File: src/rtl/core/assert_macros.svh
// assertion macros shared by the angle pipeline modules
// expects clk and arst_n in the scope of each use
`ifndef ASSERT_MACROS_SVH
`define ASSERT_MACROS_SVH

// property checked on every rising edge outside reset
`define XYA_ASSERT(label, prop, msg) \
	label: assert property (@(posedge clk) disable iff (!arst_n) (prop)) else $error(msg);

// implication checked on every rising edge outside reset
`define XYA_IMPLY(label, ante, cons, msg) \
	label: assert property (@(posedge clk) disable iff (!arst_n) (ante) |-> (cons)) else $error(msg);

`endif

File: src/rtl/core/xya_pkg.sv
// shared types and constants of the xy to angle pipeline
// no dependencies
package xya_pkg;

	localparam int REG_W           = 12;
	localparam int CFG_IDX_W       = 2;
	localparam int NORM_W          = 41;
	localparam int NORM_STEPS      = 6;
	localparam int ACC_FRAC        = 20;
	localparam int ANGLE_FRAC_BITS = 8;
	localparam int CW              = 44;
	localparam int ZW              = 29;
	localparam int FIXED_W         = 9 + ANGLE_FRAC_BITS;
	localparam int WHOLE_W         = 9;
	localparam int ATAN_LEN        = 24;

	localparam logic [CFG_IDX_W-1:0] REG_X_LOW  = 2'd0;
	localparam logic [CFG_IDX_W-1:0] REG_X_HIGH = 2'd1;
	localparam logic [CFG_IDX_W-1:0] REG_Y_LOW  = 2'd2;
	localparam logic [CFG_IDX_W-1:0] REG_Y_HIGH = 2'd3;

	localparam logic [ZW-1:0] DEG90  = ZW'(90) << ACC_FRAC;
	localparam logic [ZW-1:0] DEG180 = ZW'(180) << ACC_FRAC;
	localparam logic [ZW-1:0] DEG360 = ZW'(360) << ACC_FRAC;
	localparam logic [WHOLE_W-1:0] WHOLE_MAX = WHOLE_W'(360);

	typedef struct packed {
		logic fault;
		logic zero;
		logic negx;
		logic negy;
	} flags_t;

	// atan(2^-i) in degrees with ACC_FRAC fraction bits
	function automatic logic [ZW-1:0] atan_step(input int idx);
		logic [ZW-1:0] v;
		unique case (idx)
			0: v = ZW'(47185920);
			1: v = ZW'(27855475);
			2: v = ZW'(14718068);
			3: v = ZW'(7471121);
			4: v = ZW'(3750058);
			5: v = ZW'(1876857);
			6: v = ZW'(938658);
			7: v = ZW'(469357);
			8: v = ZW'(234682);
			9: v = ZW'(117342);
			10: v = ZW'(58671);
			11: v = ZW'(29335);
			12: v = ZW'(14668);
			13: v = ZW'(7334);
			14: v = ZW'(3667);
			15: v = ZW'(1833);
			16: v = ZW'(917);
			17: v = ZW'(458);
			18: v = ZW'(229);
			19: v = ZW'(115);
			20: v = ZW'(57);
			21: v = ZW'(29);
			22: v = ZW'(14);
			23: v = ZW'(7);
			default: v = '0;
		endcase
		return v;
	endfunction

endpackage

File: src/rtl/core/xya_back.sv
// quadrant mapping, rounding to fixed and whole degrees, output register
// depends on xya_pkg and assert_macros.svh
`include "assert_macros.svh"
module xya_back import xya_pkg::*; (
	input  logic                 clk,
	input  logic                 arst_n,
	input  logic                 in_valid,
	output logic                 in_ready,
	input  logic signed [ZW-1:0] in_z,
	input  flags_t               in_flags,
	output logic                 out_valid,
	input  logic                 out_ready,
	output logic [FIXED_W-1:0]   angle_fixed,
	output logic [WHOLE_W-1:0]   angle_whole,
	output logic                 span_fault
);

	localparam int SH = ACC_FRAC - ANGLE_FRAC_BITS;
	localparam logic [ZW:0] RND_FIXED = (ZW+1)'(1) << (SH - 1);
	localparam logic [ZW:0] RND_WHOLE = (ZW+1)'(1) << (ACC_FRAC - 1);
	localparam logic [ZW:0] FIXED_LIM = (ZW+1)'(360) << ANGLE_FRAC_BITS;

	logic [ZW-1:0]      z_raw, t, acc;
	logic               v1_q, v2_q, s1_ready, s2_ready;
	logic [ZW-1:0]      acc_s1;
	flags_t             flags_s1;
	logic [ZW:0]        sum_fixed, sum_whole, fixed_full;
	logic [FIXED_W-1:0] fixed_c, fixed_s2;
	logic [WHOLE_W-1:0] whole_c, whole_s2;
	logic               fault_s2;

	assign z_raw = in_z;

	always_comb begin
		if (in_z[ZW-1]) begin
			t = '0;
		end else if (z_raw > DEG90) begin
			t = DEG90;
		end else begin
			t = z_raw;
		end
		unique case ({in_flags.negx, in_flags.negy})
			2'b00:   acc = t;
			2'b10:   acc = DEG180 - t;
			2'b11:   acc = DEG180 + t;
			default: acc = DEG360 - t;
		endcase
	end

	assign s2_ready = !v2_q || out_ready;
	assign s1_ready = !v1_q || s2_ready;
	assign in_ready = s1_ready;

	always_ff @(posedge clk or negedge arst_n) begin
		if (!arst_n) begin
			v1_q <= 1'b0;
			v2_q <= 1'b0;
		end else begin
			if (s1_ready) v1_q <= in_valid;
			if (s2_ready) v2_q <= v1_q;
		end
	end

	always_ff @(posedge clk) begin
		if (s1_ready) begin
			acc_s1   <= acc;
			flags_s1 <= in_flags;
		end
	end

	// round half up; a fixed angle that reaches 360 wraps to 0
	assign sum_fixed  = {1'b0, acc_s1} + RND_FIXED;
	assign sum_whole  = {1'b0, acc_s1} + RND_WHOLE;
	assign fixed_full = sum_fixed >> SH;

	always_comb begin
		if (flags_s1.fault || flags_s1.zero) begin
			fixed_c = '0;
			whole_c = '0;
		end else begin
			fixed_c = (fixed_full < FIXED_LIM) ? fixed_full[FIXED_W-1:0] : '0;
			whole_c = sum_whole[ACC_FRAC +: WHOLE_W];
		end
	end

	always_ff @(posedge clk) begin
		if (s2_ready) begin
			fixed_s2 <= fixed_c;
			whole_s2 <= whole_c;
			fault_s2 <= flags_s1.fault;
		end
	end

	assign out_valid   = v2_q;
	assign angle_fixed = fixed_s2;
	assign angle_whole = whole_s2;
	assign span_fault  = fault_s2;

	`XYA_IMPLY(a_fault_zero, v2_q && fault_s2, fixed_s2 == '0 && whole_s2 == '0, "fault result not zero")
	`XYA_IMPLY(a_whole_range, v2_q, whole_s2 <= WHOLE_MAX, "whole angle above 360")
	`XYA_IMPLY(a_acc_range, v1_q, acc_s1 <= DEG360, "mapped angle above 360")

endmodule

File: config.mk
export PLATFORM = sky130hd
export DESIGN_NAME = xya_back
export DESIGN_NICKNAME = d
export VERILOG_FILES = /design/src/rtl/core/xya_pkg.sv /design/src/rtl/core/xya_back.sv
export VERILOG_INCLUDE_DIRS = /design/src /design/src/rtl/core
export SDC_FILE = /design/constraint.sdc
export NUM_CORES = 1
export LEC_CHECK = 0
export BUFFER_PORTS_ARGS = -buffer_cell sky130_fd_sc_hd__buf_2
export CORE_MARGIN = 5
export CORE_UTILIZATION = 55
export DETAILED_ROUTE_END_ITERATION = 8
export PLACE_DENSITY = 0.8
export SETUP_SLACK_MARGIN = 0.05
export SYNTH_ARGS = -nofsm -noshare
export SYNTH_HDL_FRONTEND = slang
export SYNTH_SLANG_ARGS = --single-unit
File: constraint.sdc
create_clock -name clk -period 8.1 [get_ports clk]
set_clock_uncertainty 0.15 [all_clocks]
set_input_delay 0.81 -clock clk [delete_from_list [all_inputs] [get_ports clk]]
set_output_delay 0.81 -clock clk [all_outputs]
set_load 0.03 [all_outputs]
**Word-level counts from Yosys, hierarchy flattened**

Index checks and enable logic that the tools add are counted.
W data, S select, Z words.

- Bits in registers: 60
- Output and inout bits: 29

- Bitwise gates (word level): 1
- Add/sub/neg operators: 5
- $lt $le $gt $ge: 2
- Equality and inequality tests: 2
- Reduce and logical (&&, ||, !) cells: 7
- Multiplexer cells: 3

Operators with widths:

| cell | count |
|---|---|
| $pmux W29 S3 | 1 |
| $add A29 B12 Y30 const B | 1 |
| $add A28 B29 Y29 const A | 1 |
| $add A29 B20 Y29 const B | 1 |
| $gt A29 B27 Y1 const B | 1 |
| $mux W29 | 1 |
| $sub A28 B29 Y29 const A | 1 |
| $sub A29 B29 Y29 const A | 1 |
| $mux W28 | 1 |
| $lt A18 B17 Y1 const B | 1 |
| $eq A2 B2 Y1 const B | 2 |
| $logic_or A1 B1 Y1 | 3 |
| $logic_not A1 Y1 | 2 |
| $logic_not A2 Y1 | 1 |
| $reduce_or A2 Y1 | 1 |
| $not A1 Y1 | 1 |

**Depth between registers and ports, before layout**

Gate-level depths: netlist of the first run.

- Depth in word-level cells: 5
- Gate-level depth with buffers: 14
- Depth with buffers taken out: 13

**Worst setup path before layout of the first run**

No wires, ideal clock.

- Path type: input -> register
- From: input in_z[17]
- To: register acc_s1[24], data pin
- Path slack: 4049 ps
- Data required time: 7695 ps
- Cell stages on the path: 11
- Data arrival time: 3646 ps
- Cells stage by stage: or3_4 > or4b_4 > o31ai_4 > nand2_1 > ha_1 > nand2b_1 > o21ai_0 > a21boi_2 > o21a_1 > or3_1 > a31o_1

- Word-level cells in the longest chain between the ends: 5
- Elaborated cells on any way between the ends: 7

Ends and longest elaborated chain:

| element | line | text |
|---|---|---|
| start, declared | xya_back.sv:9 | `input logic signed [ZW-1:0] in_z,` |
| $gt A29 B27 Y1 | xya_back.sv:37 | `end else if (z_raw > DEG90) begin` |
| $mux W28 * | xya_back.sv:37 |  |
| $mux W29 * | xya_back.sv:35 | `if (in_z[ZW-1]) begin` |
| $sub A29 B29 Y29, or another cell as far along | xya_back.sv:46 | `default: acc = DEG360 - t;` |
| $pmux W29 S3 * | xya_back.sv:42 | `unique case ({in_flags.negx, in_flags.negy})` |
| net acc[24] | xya_back.sv:23 | `logic [ZW-1:0] z_raw, t, acc;` |
| end signal, assigned | xya_back.sv:66 | `acc_s1 <= acc;` |
| end, declared | xya_back.sv:25 | `logic [ZW-1:0] acc_s1;` |

Mark *: on every way through the listed nets, which the timed path passes. The rest lies on a longest branch.
A chain may end at the register's enable or synchronous reset.

**Final worst setup path of the first run**

- From: input in_z[11]
- To: register acc_s1[24], data pin

Same word-level chain as after synthesis.

==> results of run 1 <==
critical path, cell delays in order:
cell and delay, ns:
buf_2 0.13, or3_1 0.44, or4b_4 0.54, o31ai_4 0.47, nand2_1 0.19, ha_1 0.35
nand2_1 0.07, o21ai_0 0.09, a21boi_2 0.23, o21a_1 0.24, or3_1 0.33, a31o_1 0.23
cell type report:
cell class	instances	share of cell area (%)
multi-input cells	253	44.4
repair buffers	65	9.08
clock buffers	7	2.41
well taps	72	2.51
flip-flops and latches	49	40.8
inverters	8	0.838
layout by cell type (no fill, tap or decap), types with 2 or more instances in the layout:
cell / synthesis / layout
mux2_2: 5 / 5
buf_2: 0 / 65
or2_2: 5 / 5
nand3_1: 13 / 13
or3_1: 6 / 6
dfrtp_1: 2 / 2
nor3_1: 6 / 6
a221oi_1: 3 / 3
a21oi_1: 14 / 14
nor2_1: 44 / 44
o21ai_0: 14 / 14
a31oi_1: 2 / 2
ha_1: 11 / 11
edfxtp_1: 47 / 47
xor2_1: 8 / 8
o211ai_1: 3 / 3
nor4_1: 3 / 3
a31o_1: 2 / 2
o21a_1: 7 / 7
clkbuf_8: 0 / 6
nand4_1: 7 / 7
nor2b_1: 4 / 4
nand2b_1: 8 / 8
o31ai_1: 5 / 5
nand2_1: 31 / 31
xnor2_1: 19 / 19
a211oi_1: 2 / 2
inv_1: 8 / 8
a21o_1: 2 / 2
and2_1: 2 / 2
and3_1: 11 / 11
final timing paths:
| path | startpoint | to | slack [ns] | depth (start not counted) |
|---|---|---|---|---|
| worst min register to register | v1_q | out_valid | 0.32 | 1 |
| worst max-delay path | in_z[11] | acc_s1[24] | 3.88 | 12 |
| min in group clk | v1_q | out_valid | 0.32 | 1 |
| worst max register to register | acc_s1[19] | angle_fixed[5] | 5.18 | 8 |
| max in group asynchronous | arst_n | out_valid | 7.56 | 1 |
| worst min-delay path | arst_n | v1_q | 0.14 | 1 |
flip-flops by register name, indices dropped and copies added, names as in the netlist:
name         flops
acc_s1          18
angle_fixed     17
angle_whole      9
flags_s1         2
out_valid        1
span_fault       1
v1_q             1
logic make-up (layout without fill, tap and decap cells):
family | after synthesis | count (layout)
AOI/OAI and AO/OA | 62 | 62
xor gates and xnor gates | 27 | 27
adders and majority gates | 11 | 11
buffers and inverters | 18 | 80
DFF | 49 | 49
muxes | 6 | 6
other | 1 | 1
and+or+nand+nor | 146 | 146
per-stage QoR:
stage | hold WS, ns | power, mW | setup WS (ns) | area [sq um]
global placement | 0.287 | 0.494 | 3.73 | 3500
CTS | 0.135 | 0.630 | 3.92 | 3580
finish | 0.139 | 0.626 | 3.88 | 3580
detailed placement | 0.305 | 0.498 | 3.64 | 3500
global route | 0.137 | 0.658 | 3.74 | 3580
floorplan | 0.285 | 0.452 | 4.05 | 3120
power groups by stage:
stage / combinational, mW / clock [mW] / sequential, mW
finish: 0.162 / 0.133 / 0.331
global placement: 0.159 / 0 / 0.336
detailed placement: 0.161 / 0 / 0.337
global route: 0.178 / 0.144 / 0.336
CTS: 0.162 / 0.136 / 0.331
floorplan: 0.0907 / 0 / 0.361
layer usage:
layer	wire, um	part of all wire, %	track usage [%]
met2	2960	49	29.3
met4	55	0.91	5.90
met5	0	0	0
met1	2610	43	21.8
met3	396	6.6	2.23
==> reports/results.ini, run 1 <==
[run_status]
outcome = completed

[pwr]
power.share.sequential_pct = 52.9
pwr-share-clk_pct = 21.2
power.leakage_nw = 1.47
peakVddDrop_mv = 0.0896
power_switching_share_pct = 29.5
power_density_nw_per_um2 = 175
internal_power_mw = 0.441
p_switching_mw = 0.185
combPwrFrac_pct = 25.9

[detailed_routing]
drt_iter0_markers = 119
vias = 2487
drc = 0
drt-total-wl_um = 6030
ant_nets = 0
viasPerCell = 5.48
drtPass1Iterations = 4
wire_per_inst_um = 13.3

[synth]
netlist.area_leader.share_pct = 45.3
ys_ff_latch = 49
synth_top_flop_cell = edfxtp_1
synth_area_leaders = edfxtp_1, xnor2_1, nor2_1, ha_1, nand2_1
postSynthAreaPerCell_sq_um = 9.74
synthAdderAreaFrac_pct = 4.41
synth-edff-count = 47
netlist_top_cells_count = edfxtp_1, nor2_1, nand2_1, xnor2_1
netlist_area_sq_um = 3120
yosys-mux-area-fraction_pct = 2.13
ys_warn_count = 0
ys_async_sr_fraction_pct = 4.08
synth-compound-area-share_pct = 13.6
synth_seq_area_share_pct = 46.9
synth_top_family_by_area = simple AND/OR/NAND/NOR gates
synth_cells = 320
synth.distinct_cells = 46
synth-xor-area-share_pct = 7.58
yosys.area.top_type = edfxtp_1
synthSimpleGateAreaFrac_pct = 23.2
yosys.cell_count.top_type = edfxtp_1
synth_nets = 368

[setup_path]
endpoint_kind = flop
criticalPathCategory = primary input to flop
cp.required_ns = 8.00
start_kind = primary input
timing.critical_path.fanout_max = 10
worstPathArrival_ns = 4.12

[sta]
final-hold-violation-count = 0
min_period_over_period_pct = 52.1
setup_viol_count_final = 0
post-route-min-period_ns = 4.22
setup_tns_ns = 0
worst_pin_slew_ns = 1.11
final_max_slew_viol_count = 0
grt_setup_unrepaired = no
max_slew_margin_pct = 26.0
fmax_ghz = 0.237

[clock_network]
cts_tree = done
numCtsBuffers = 5
hold_buffers = 0
cts.clk_slew.worst_paths_ns = 0.08
numClockSinks = 49
worstSkewPairLatency_ns = 0.29
clk_path_buf_depth = 2
cts_max_level = 2
root_buffer = clkbuf_8
post_cts_resized = 0
post_cts_buffers = 0

[finish]
fill_cells = 454
multi_input_area_sq_um = 1590
synthToLayoutAreaGrowth_pct = 14.9
stdcell_count = 454
final-seq-area_sq_um = 1460
nNetsFinal = 430
fin_util_pct = 65.1
layout-drive-gt1-share_pct = 23.0
antenna_cells = 0

[placed_design]
place.gp.congestion = 0.835
port_buffers = 65
hpwl_um = 4680
dp_cells = 447

[grt]
grt_pass1_wl_um = 10300
grt_overflow_total = 0
grt_util_all_layers_pct = 17.0
antenna_found_initial = 0
grt_max_degree = 29
grt_pass1_vias = 2339

[floorplanning]
num_rows = 27
ioPinCount = 66
core_area_sq_um = 5510
start_util_pct = 56.6
dieHeight_um = 85.3
dieWidth_um = 85.3
die-area_sq_um = 7280

[flow_run]
drv_cap = 0

[min_path]
hp-class = primary input to async pin

Power figures use the tool's default switching activity.
==> run 2: changes to the inputs <==
==> constraint.sdc (replaced) <==
create_clock -name clk -period 4.15 [get_ports clk]
set_clock_uncertainty 0.15 [all_clocks]
set_input_delay 0.415 -clock clk [delete_from_list [all_inputs] [get_ports clk]]
set_output_delay 0.415 -clock clk [all_outputs]
set_load 0.03 [all_outputs]
==> run 2 against run 1 <==
Effect of this change: die area did not move; critical path depth rose by 2; combinational power rose by 95%; utilization rose by 0.45 points.
==> reports/results.ini, run 2 (same netlist as run 1, synthesis figures left out) <==
[clock_network]
hold_buffers = 1  ; +1
numCtsBuffers = 5  ; unchanged
cts_tree = done
worstSkewPairLatency_ns = 0.30  ; about the same
post_cts_buffers = 0  ; unchanged
cts_max_level = 2  ; unchanged
root_buffer = clkbuf_8
cts.clk_slew.worst_paths_ns = 0.08  ; about the same
post_cts_resized = 0  ; unchanged
numClockSinks = 49  ; unchanged
clk_path_buf_depth = 2  ; unchanged

[setup_path]
r2r_slack_ns = 1.33  ; -3.85 ns
cp.required_ns = 4.02  ; -3.98 ns
start_kind = primary input
worstPathArrival_ns = 3.35  ; -0.77 ns
timing.critical_path.fanout_max = 13  ; +3
endpoint_kind = flop
criticalPathCategory = primary input to flop

[detailed_routing]
drc = 0  ; unchanged
wl_met3_um = 406  ; +2.5%
vias = 2495  ; +0.32%
wirelength_met1_um = 2490  ; -4.6%
wire_per_inst_um = 12.3  ; -7.0%
top_layer = met4
viasPerCell = 5.45  ; -0.55%
drtPass1Iterations = 5  ; +1
drt-total-wl_um = 5660  ; -6.2%
ant_nets = 0  ; unchanged
drt_iter0_markers = 96  ; -19%
wl_met2_um = 2660  ; -10%

[grt]
grt_pass1_wl_um = 9790  ; -4.9%
grt_max_degree = 29  ; unchanged
antenna_found_initial = 0  ; unchanged
grt_overflow_total = 0  ; unchanged
grt_pass1_vias = 2307  ; -1.4%
grt_util_all_layers_pct = 16.2  ; -0.81 points

[finish]
fill_cells = 444  ; -2.2%
stdcell_count = 458  ; +0.88%
final_cell_mix = buf_2, edfxtp_1, nor2_1
fin_util_pct = 65.5  ; +0.45 points
antenna_cells = 0  ; unchanged
regMostFlops = acc_s1
layout-drive-gt1-share_pct = 23.8  ; +0.80 points
synthToLayoutAreaGrowth_pct = 15.7
nNetsFinal = 433  ; +0.70%
fin_area_sq_um = 3610  ; +0.70%
final_common_cell = buf_2
largest_reg_flops = 18  ; unchanged

[sta]
post-route-min-period_ns = 3.49
fin_ws_ns = 0.663  ; -3.22 ns
setup_tns_ns = 0  ; unchanged
grt_setup_unrepaired = no
fmax_ghz = 0.287
whs_ns = 0.143  ; +0.00398 ns
max_slew_margin_pct = 23.5  ; -2.5 points
final-hold-violation-count = 0  ; unchanged
worst_pin_slew_ns = 1.15  ; +0.0369 ns
setup_viol_count_final = 0  ; unchanged
min_period_over_period_pct = 84.0
final_max_slew_viol_count = 0  ; unchanged

[placed_design]
hpwl_um = 4550  ; -2.8%
pre_cts_ws_ns = 0.376  ; -3.26 ns
port_buffers = 65  ; unchanged
place.gp.congestion = 0.887  ; +6.3%
placed_area_sq_um = 3510  ; +0.43%
dp_cells = 449  ; +0.45%

[pwr]
internal_power_mw = 0.848  ; +92%
pwr-share-clk_pct = 21.0  ; -0.2 points
power_density_nw_per_um2 = 337  ; +93%
power.leakage_nw = 1.49  ; +0.91%
power_switching_share_pct = 30.3  ; +0.86 points
report.power.total_mw = 1.22  ; +94%
power.share.sequential_pct = 53.1  ; +0.2 points
combPwrFrac_pct = 26.0  ; about the same
peakVddDrop_mv = 0.196  ; +120%
p_switching_mw = 0.369  ; +100%

[floorplanning]
core_area_sq_um = 5510  ; unchanged
start_util_pct = 56.6  ; unchanged
num_rows = 27  ; unchanged
ioPinCount = 66  ; unchanged
dieWidth_um = 85.3  ; unchanged
die-area_sq_um = 7280  ; unchanged
dieHeight_um = 85.3  ; unchanged

[run_status]
outcome = completed

[flow_run]
drv_cap = 0  ; unchanged

[min_path]
hp-class = primary input to flop

[run 2: cell types whose count changed in the layout (fill, tap and decap cells not counted), sizes merged]
cell and delta:
clkinv +2, clkbuf -2, buf +2, clkinvlp +1, dlygate4sd3 +1
[run 2: final timing paths]
check                            start               to  depth (start not counted)
max in group asynchronous       arst_n             v1_q                          2
setup / recovery              in_z[17]       acc_s1[25]                         14
min in group asynchronous       arst_n        out_valid                          2
hold reg to reg            flags_s1[3]       span_fault                          0
setup reg to reg            acc_s1[19]  angle_fixed[14]                          8
hold / removal             in_flags[3]      flags_s1[3]                          1
[run 2: critical path, stage by stage]
cell	delay, ns
buf_2	0.12
or3_4	0.40
or4b_4	0.57
o31a_1	0.44
nor2_1	0.15
nor2_1	0.08
inv_1	0.06
ha_1	0.29
a21o_1	0.18
a21oi_1	0.19
inv_1	0.06
a31oi_1	0.17
o21a_1	0.14
a21oi_1	0.07
[run 2: layout make-up]
| cell class | instances | area [sq um] | area share [%] |
|---|---|---|---|
| Timing Repair Buffer | 68 | 350 | 9.71 |
| Clock buffer | 5 | 68.8 | 1.91 |
| Tap cell | 72 | 90.1 | 2.50 |
| Multi-Input combinational cell | 253 | 1590 | 44.1 |
| Clock inverter | 3 | 17.5 | 0.486 |
| Sequential cell | 49 | 1460 | 40.5 |
| Inverter | 8 | 30.0 | 0.832 |
[run 2: power by group through the flow]
stage | combinational [mW] | sequential (mW) | clock, mW
after floorplan | 0.177 | 0.706 | 0
after global placement | 0.310 | 0.655 | 0
after detailed placement | 0.314 | 0.657 | 0
after CTS | 0.316 | 0.646 | 0.261
after global routing | 0.347 | 0.655 | 0.284
final | 0.316 | 0.646 | 0.255
[run 2: routing by layer]
| layer | vias up | GRT usage [%] |
|---|---|---|
| met5 | - | 0 |
| met4 | 0 | 7.34 |
| met2 | 82 | 27.2 |
| met3 | 10 | 2.72 |
| li1 | 1292 | - |
| met1 | 1111 | 20.3 |
==> run 3: changes to the inputs <==
--- a/config.mk
+++ b/config.mk
@@ -6,6 +6,7 @@
 export SDC_FILE = /design/constraint.sdc
 export NUM_CORES = 1
 export LEC_CHECK = 0
+export ABC_AREA = 1
 export BUFFER_PORTS_ARGS = -buffer_cell sky130_fd_sc_hd__buf_2
 export CORE_MARGIN = 5
 export CORE_UTILIZATION = 55
==> constraint.sdc (replaced) <==
create_clock -name clk -period 3.61 [get_ports clk]
set_clock_uncertainty 0.15 [all_clocks]
set_input_delay 0.361 -clock clk [delete_from_list [all_inputs] [get_ports clk]]
set_output_delay 0.361 -clock clk [all_outputs]
set_load 0.03 [all_outputs]
==> run 3 against run 2 <==
Effect of this change: combinational power is 34% higher; register-to-register slack worse by 0.18 ns; power is 23% higher; synthesized area is 8.1% higher; final cell count is 26% higher; clock-buffer cell count is 3 higher; utilization is 0.47 points lower; die area is 7.2% higher.
==> reports/results.ini, run 3 <==
[finish]
fill_cells = 532  ; +20%
final_cell_mix = nand2_1, buf_2, nor2_1
multi_input_area_sq_um = 1630  ; +2.8%
regMostFlops = acc_s1
final_common_cell = nand2_1
layout-drive-gt1-share_pct = 18.3  ; -5.5 points
antenna_cells = 0  ; unchanged
final-seq-area_sq_um = 1460  ; unchanged
synthToLayoutAreaGrowth_pct = 14.9
fin_area_sq_um = 3870  ; +7.4%
nNetsFinal = 549  ; +27%
largest_reg_flops = 18  ; unchanged
stdcell_count = 577  ; +26%

[clock_network]
numCtsBuffers = 5  ; unchanged
clk_path_buf_depth = 2  ; unchanged
worstSkewPairLatency_ns = 0.29  ; about the same
cts_max_level = 2  ; unchanged
post_cts_buffers = 0  ; unchanged
cts_tree = done
root_buffer = clkbuf_8
cts.clk_slew.worst_paths_ns = 0.08  ; about the same
numClockSinks = 49  ; unchanged

[sta]
min_period_over_period_pct = 77.3
fmax_ghz = 0.358
final_max_slew_viol_count = 0  ; unchanged
whs_ns = 0.0888  ; -0.0546 ns
post-route-min-period_ns = 2.79
grt_setup_unrepaired = no
setup_viol_count_final = 0  ; unchanged
final-hold-violation-count = 0  ; unchanged
worst_pin_slew_ns = 1.11  ; -0.0411 ns
setup_tns_ns = 0  ; unchanged
max_slew_margin_pct = 26.1  ; +2.6 points

[detailed_routing]
top_layer = met4
wl_met2_um = 3610  ; +36%
wire_per_inst_um = 12.4  ; +0.80%
vias = 3018  ; +21%
drc = 0  ; unchanged
ant_nets = 0  ; unchanged
wirelength_met1_um = 3050  ; +22%
drtPass1Iterations = 5  ; unchanged
wl_met3_um = 447  ; +10%
drt-total-wl_um = 7180  ; +27%
drt_iter0_markers = 141  ; +47%
viasPerCell = 5.23  ; -4.0%

[synth]
netlist_top_cells_count = nand2_1, nor2_1, inv_1, edfxtp_1, nand3_1
yosys.area.top_type = edfxtp_1
netlist.area_leader.share_pct = 41.9  ; -3.4 points
ys_async_sr_fraction_pct = 4.08  ; unchanged
synth_nets = 479  ; +30%
yosys.cell_count.top_type = nand2_1
synth_cells = 431  ; +35%
ys_warn_count = 0  ; unchanged
synth-edff-count = 47  ; unchanged
netlist_area_sq_um = 3370  ; +8.1%
synth_top_flop_cell = edfxtp_1
synth_seq_area_share_pct = 43.3  ; -3.5 points
synth_area_leaders = edfxtp_1, nand2_1, nor2_1, inv_1, nand3_1
ys_ff_latch = 49  ; unchanged
postSynthAreaPerCell_sq_um = 7.82  ; -20%
synth.distinct_cells = 41  ; -11%

[pwr]
power_density_nw_per_um2 = 385  ; +14%
power.leakage_nw = 1.85  ; +25%
peakVddDrop_mv = 0.267  ; +36%
report.power.total_mw = 1.49  ; +23%

[setup_path]
r2r_slack_ns = 1.15  ; -0.18 ns
start_kind = primary input
slowest_delay_ns = 0.41  ; -0.16 ns
cp_cell_sequence = buf_2, inv_2, nand2_1, nor2_1, nand2_1, nand3b_1, nand2_1, inv_2, nor2_1, nor2_1, inv_1, ha_1, nand4_1, o21ai_0, nor2_1, nand2_1, nand2_1, nand3_1, nand2_1
reg2reg_to = angle_fixed[6]
crit_path_top_delay_cell = ha_1
reg2regPathDepth = 14  ; +6
endpoint_kind = flop
timing.critical_path.fanout_max = 6  ; -7
criticalPathCategory = primary input to flop
cp_common_cell = nand2_1
worstPathArrival_ns = 2.70  ; -0.65 ns
r2r_start = acc_s1[19]
cp.required_ns = 3.52  ; -0.50 ns

[floorplanning]
start_util_pct = 56.6  ; about the same
core_area_sq_um = 5960  ; +8.2%
die-area_sq_um = 7800  ; +7.2%
num_rows = 28  ; +3.7%
ioPinCount = 66  ; unchanged
dieHeight_um = 88.3  ; +3.5%
dieWidth_um = 88.3  ; +3.5%

[placed_design]
port_buffers = 65  ; unchanged
placed_area_sq_um = 3770  ; +7.5%
place.gp.congestion = 0.907  ; +2.2%
dp_cells = 568  ; +27%
hpwl_um = 5850  ; +29%

[grt]
grt_overflow_total = 0  ; unchanged
antenna_found_initial = 0  ; unchanged
grt_max_degree = 29  ; unchanged
grt_util_all_layers_pct = 19.9  ; +3.7 points
grt_pass1_wl_um = 12300  ; +26%
grt_pass1_vias = 2874  ; +25%

[min_path]
min_to = flags_s1[3]
hp-class = primary input to flop
min-delay-start = in_flags[3]
whs_path_depth = 1  ; unchanged

[run_status]
outcome = completed

[flow_run]
drv_cap = 0  ; unchanged

-- run 3: where the power goes --
part | internal (mW) | switching [mW]
clock network | 0.156 | 0.161
registers | 0.711 | 0.0423
logic | 0.137 | 0.284
total | 1.01 | 0.487
-- run 3: critical path: cells and delay by family --
kind,cells,cell delay [ns]
AO/OA/AOI/OAI,1,0.20
adder cells (fa/ha/maj),1,0.41
buffers and inverters,4,0.50
AND/OR/NAND/NOR,13,1.26
-- run 3: cell families after synthesis --
group | Yosys count | share of synthesized area (%)
AO/OA/AOI/OAI | 65 | 10.9
XOR/XNOR | 15 | 3.90
multiplexers | 1 | 0.297
other | 1 | 0.111
buffers and inverters | 69 | 8.20
adder cells (fa/ha/maj) | 11 | 4.08
flip-flops | 49 | 43.3
AND/OR/NAND/NOR | 220 | 29.1
-- run 3: final cells by class --
type                    count  area share [%]
well taps                  75            2.42
inverters                  63            6.10
clock buffers               8            2.33
multi-input cells         313            42.2
repair buffers             69            9.24
flip-flops and latches     49            37.7
-- run 3: stage by stage --
stage	setup WS (ns)	utilization, %
global placement	0.596	63.4
floorplan	1.02	-
finish	0.818	65.0
global route	0.423	65.0
CTS	0.858	65.0
detailed placement	0.549	63.4
-- run 3: worst max path at each step --
stage                         from    endpoint  slack [ns]  cells past startpoint
after floorplan           in_z[28]  acc_s1[28]        1.02                     19
after global placement    in_z[28]  acc_s1[28]        0.60                     19
after detailed placement  in_z[28]  acc_s1[27]        0.55                     19
after CTS                 in_z[28]  acc_s1[27]        0.86                     19
after global routing      in_z[28]  acc_s1[27]        0.42                     19
final                     in_z[28]  acc_s1[27]        0.82                     19
-- run 3: what timing repair did --
action,in CTS,in global routing
endpoints found under the hold margin,2,0
hold buffers,1,0
resized for setup,0,0
-- run 3: layer usage --
layer,vias to the layer above,GRT usage [%]
li1,1565,-
met1,1347,23.8
met2,99,37.0
met3,7,2.70
met4,0,5.63
met5,-,0
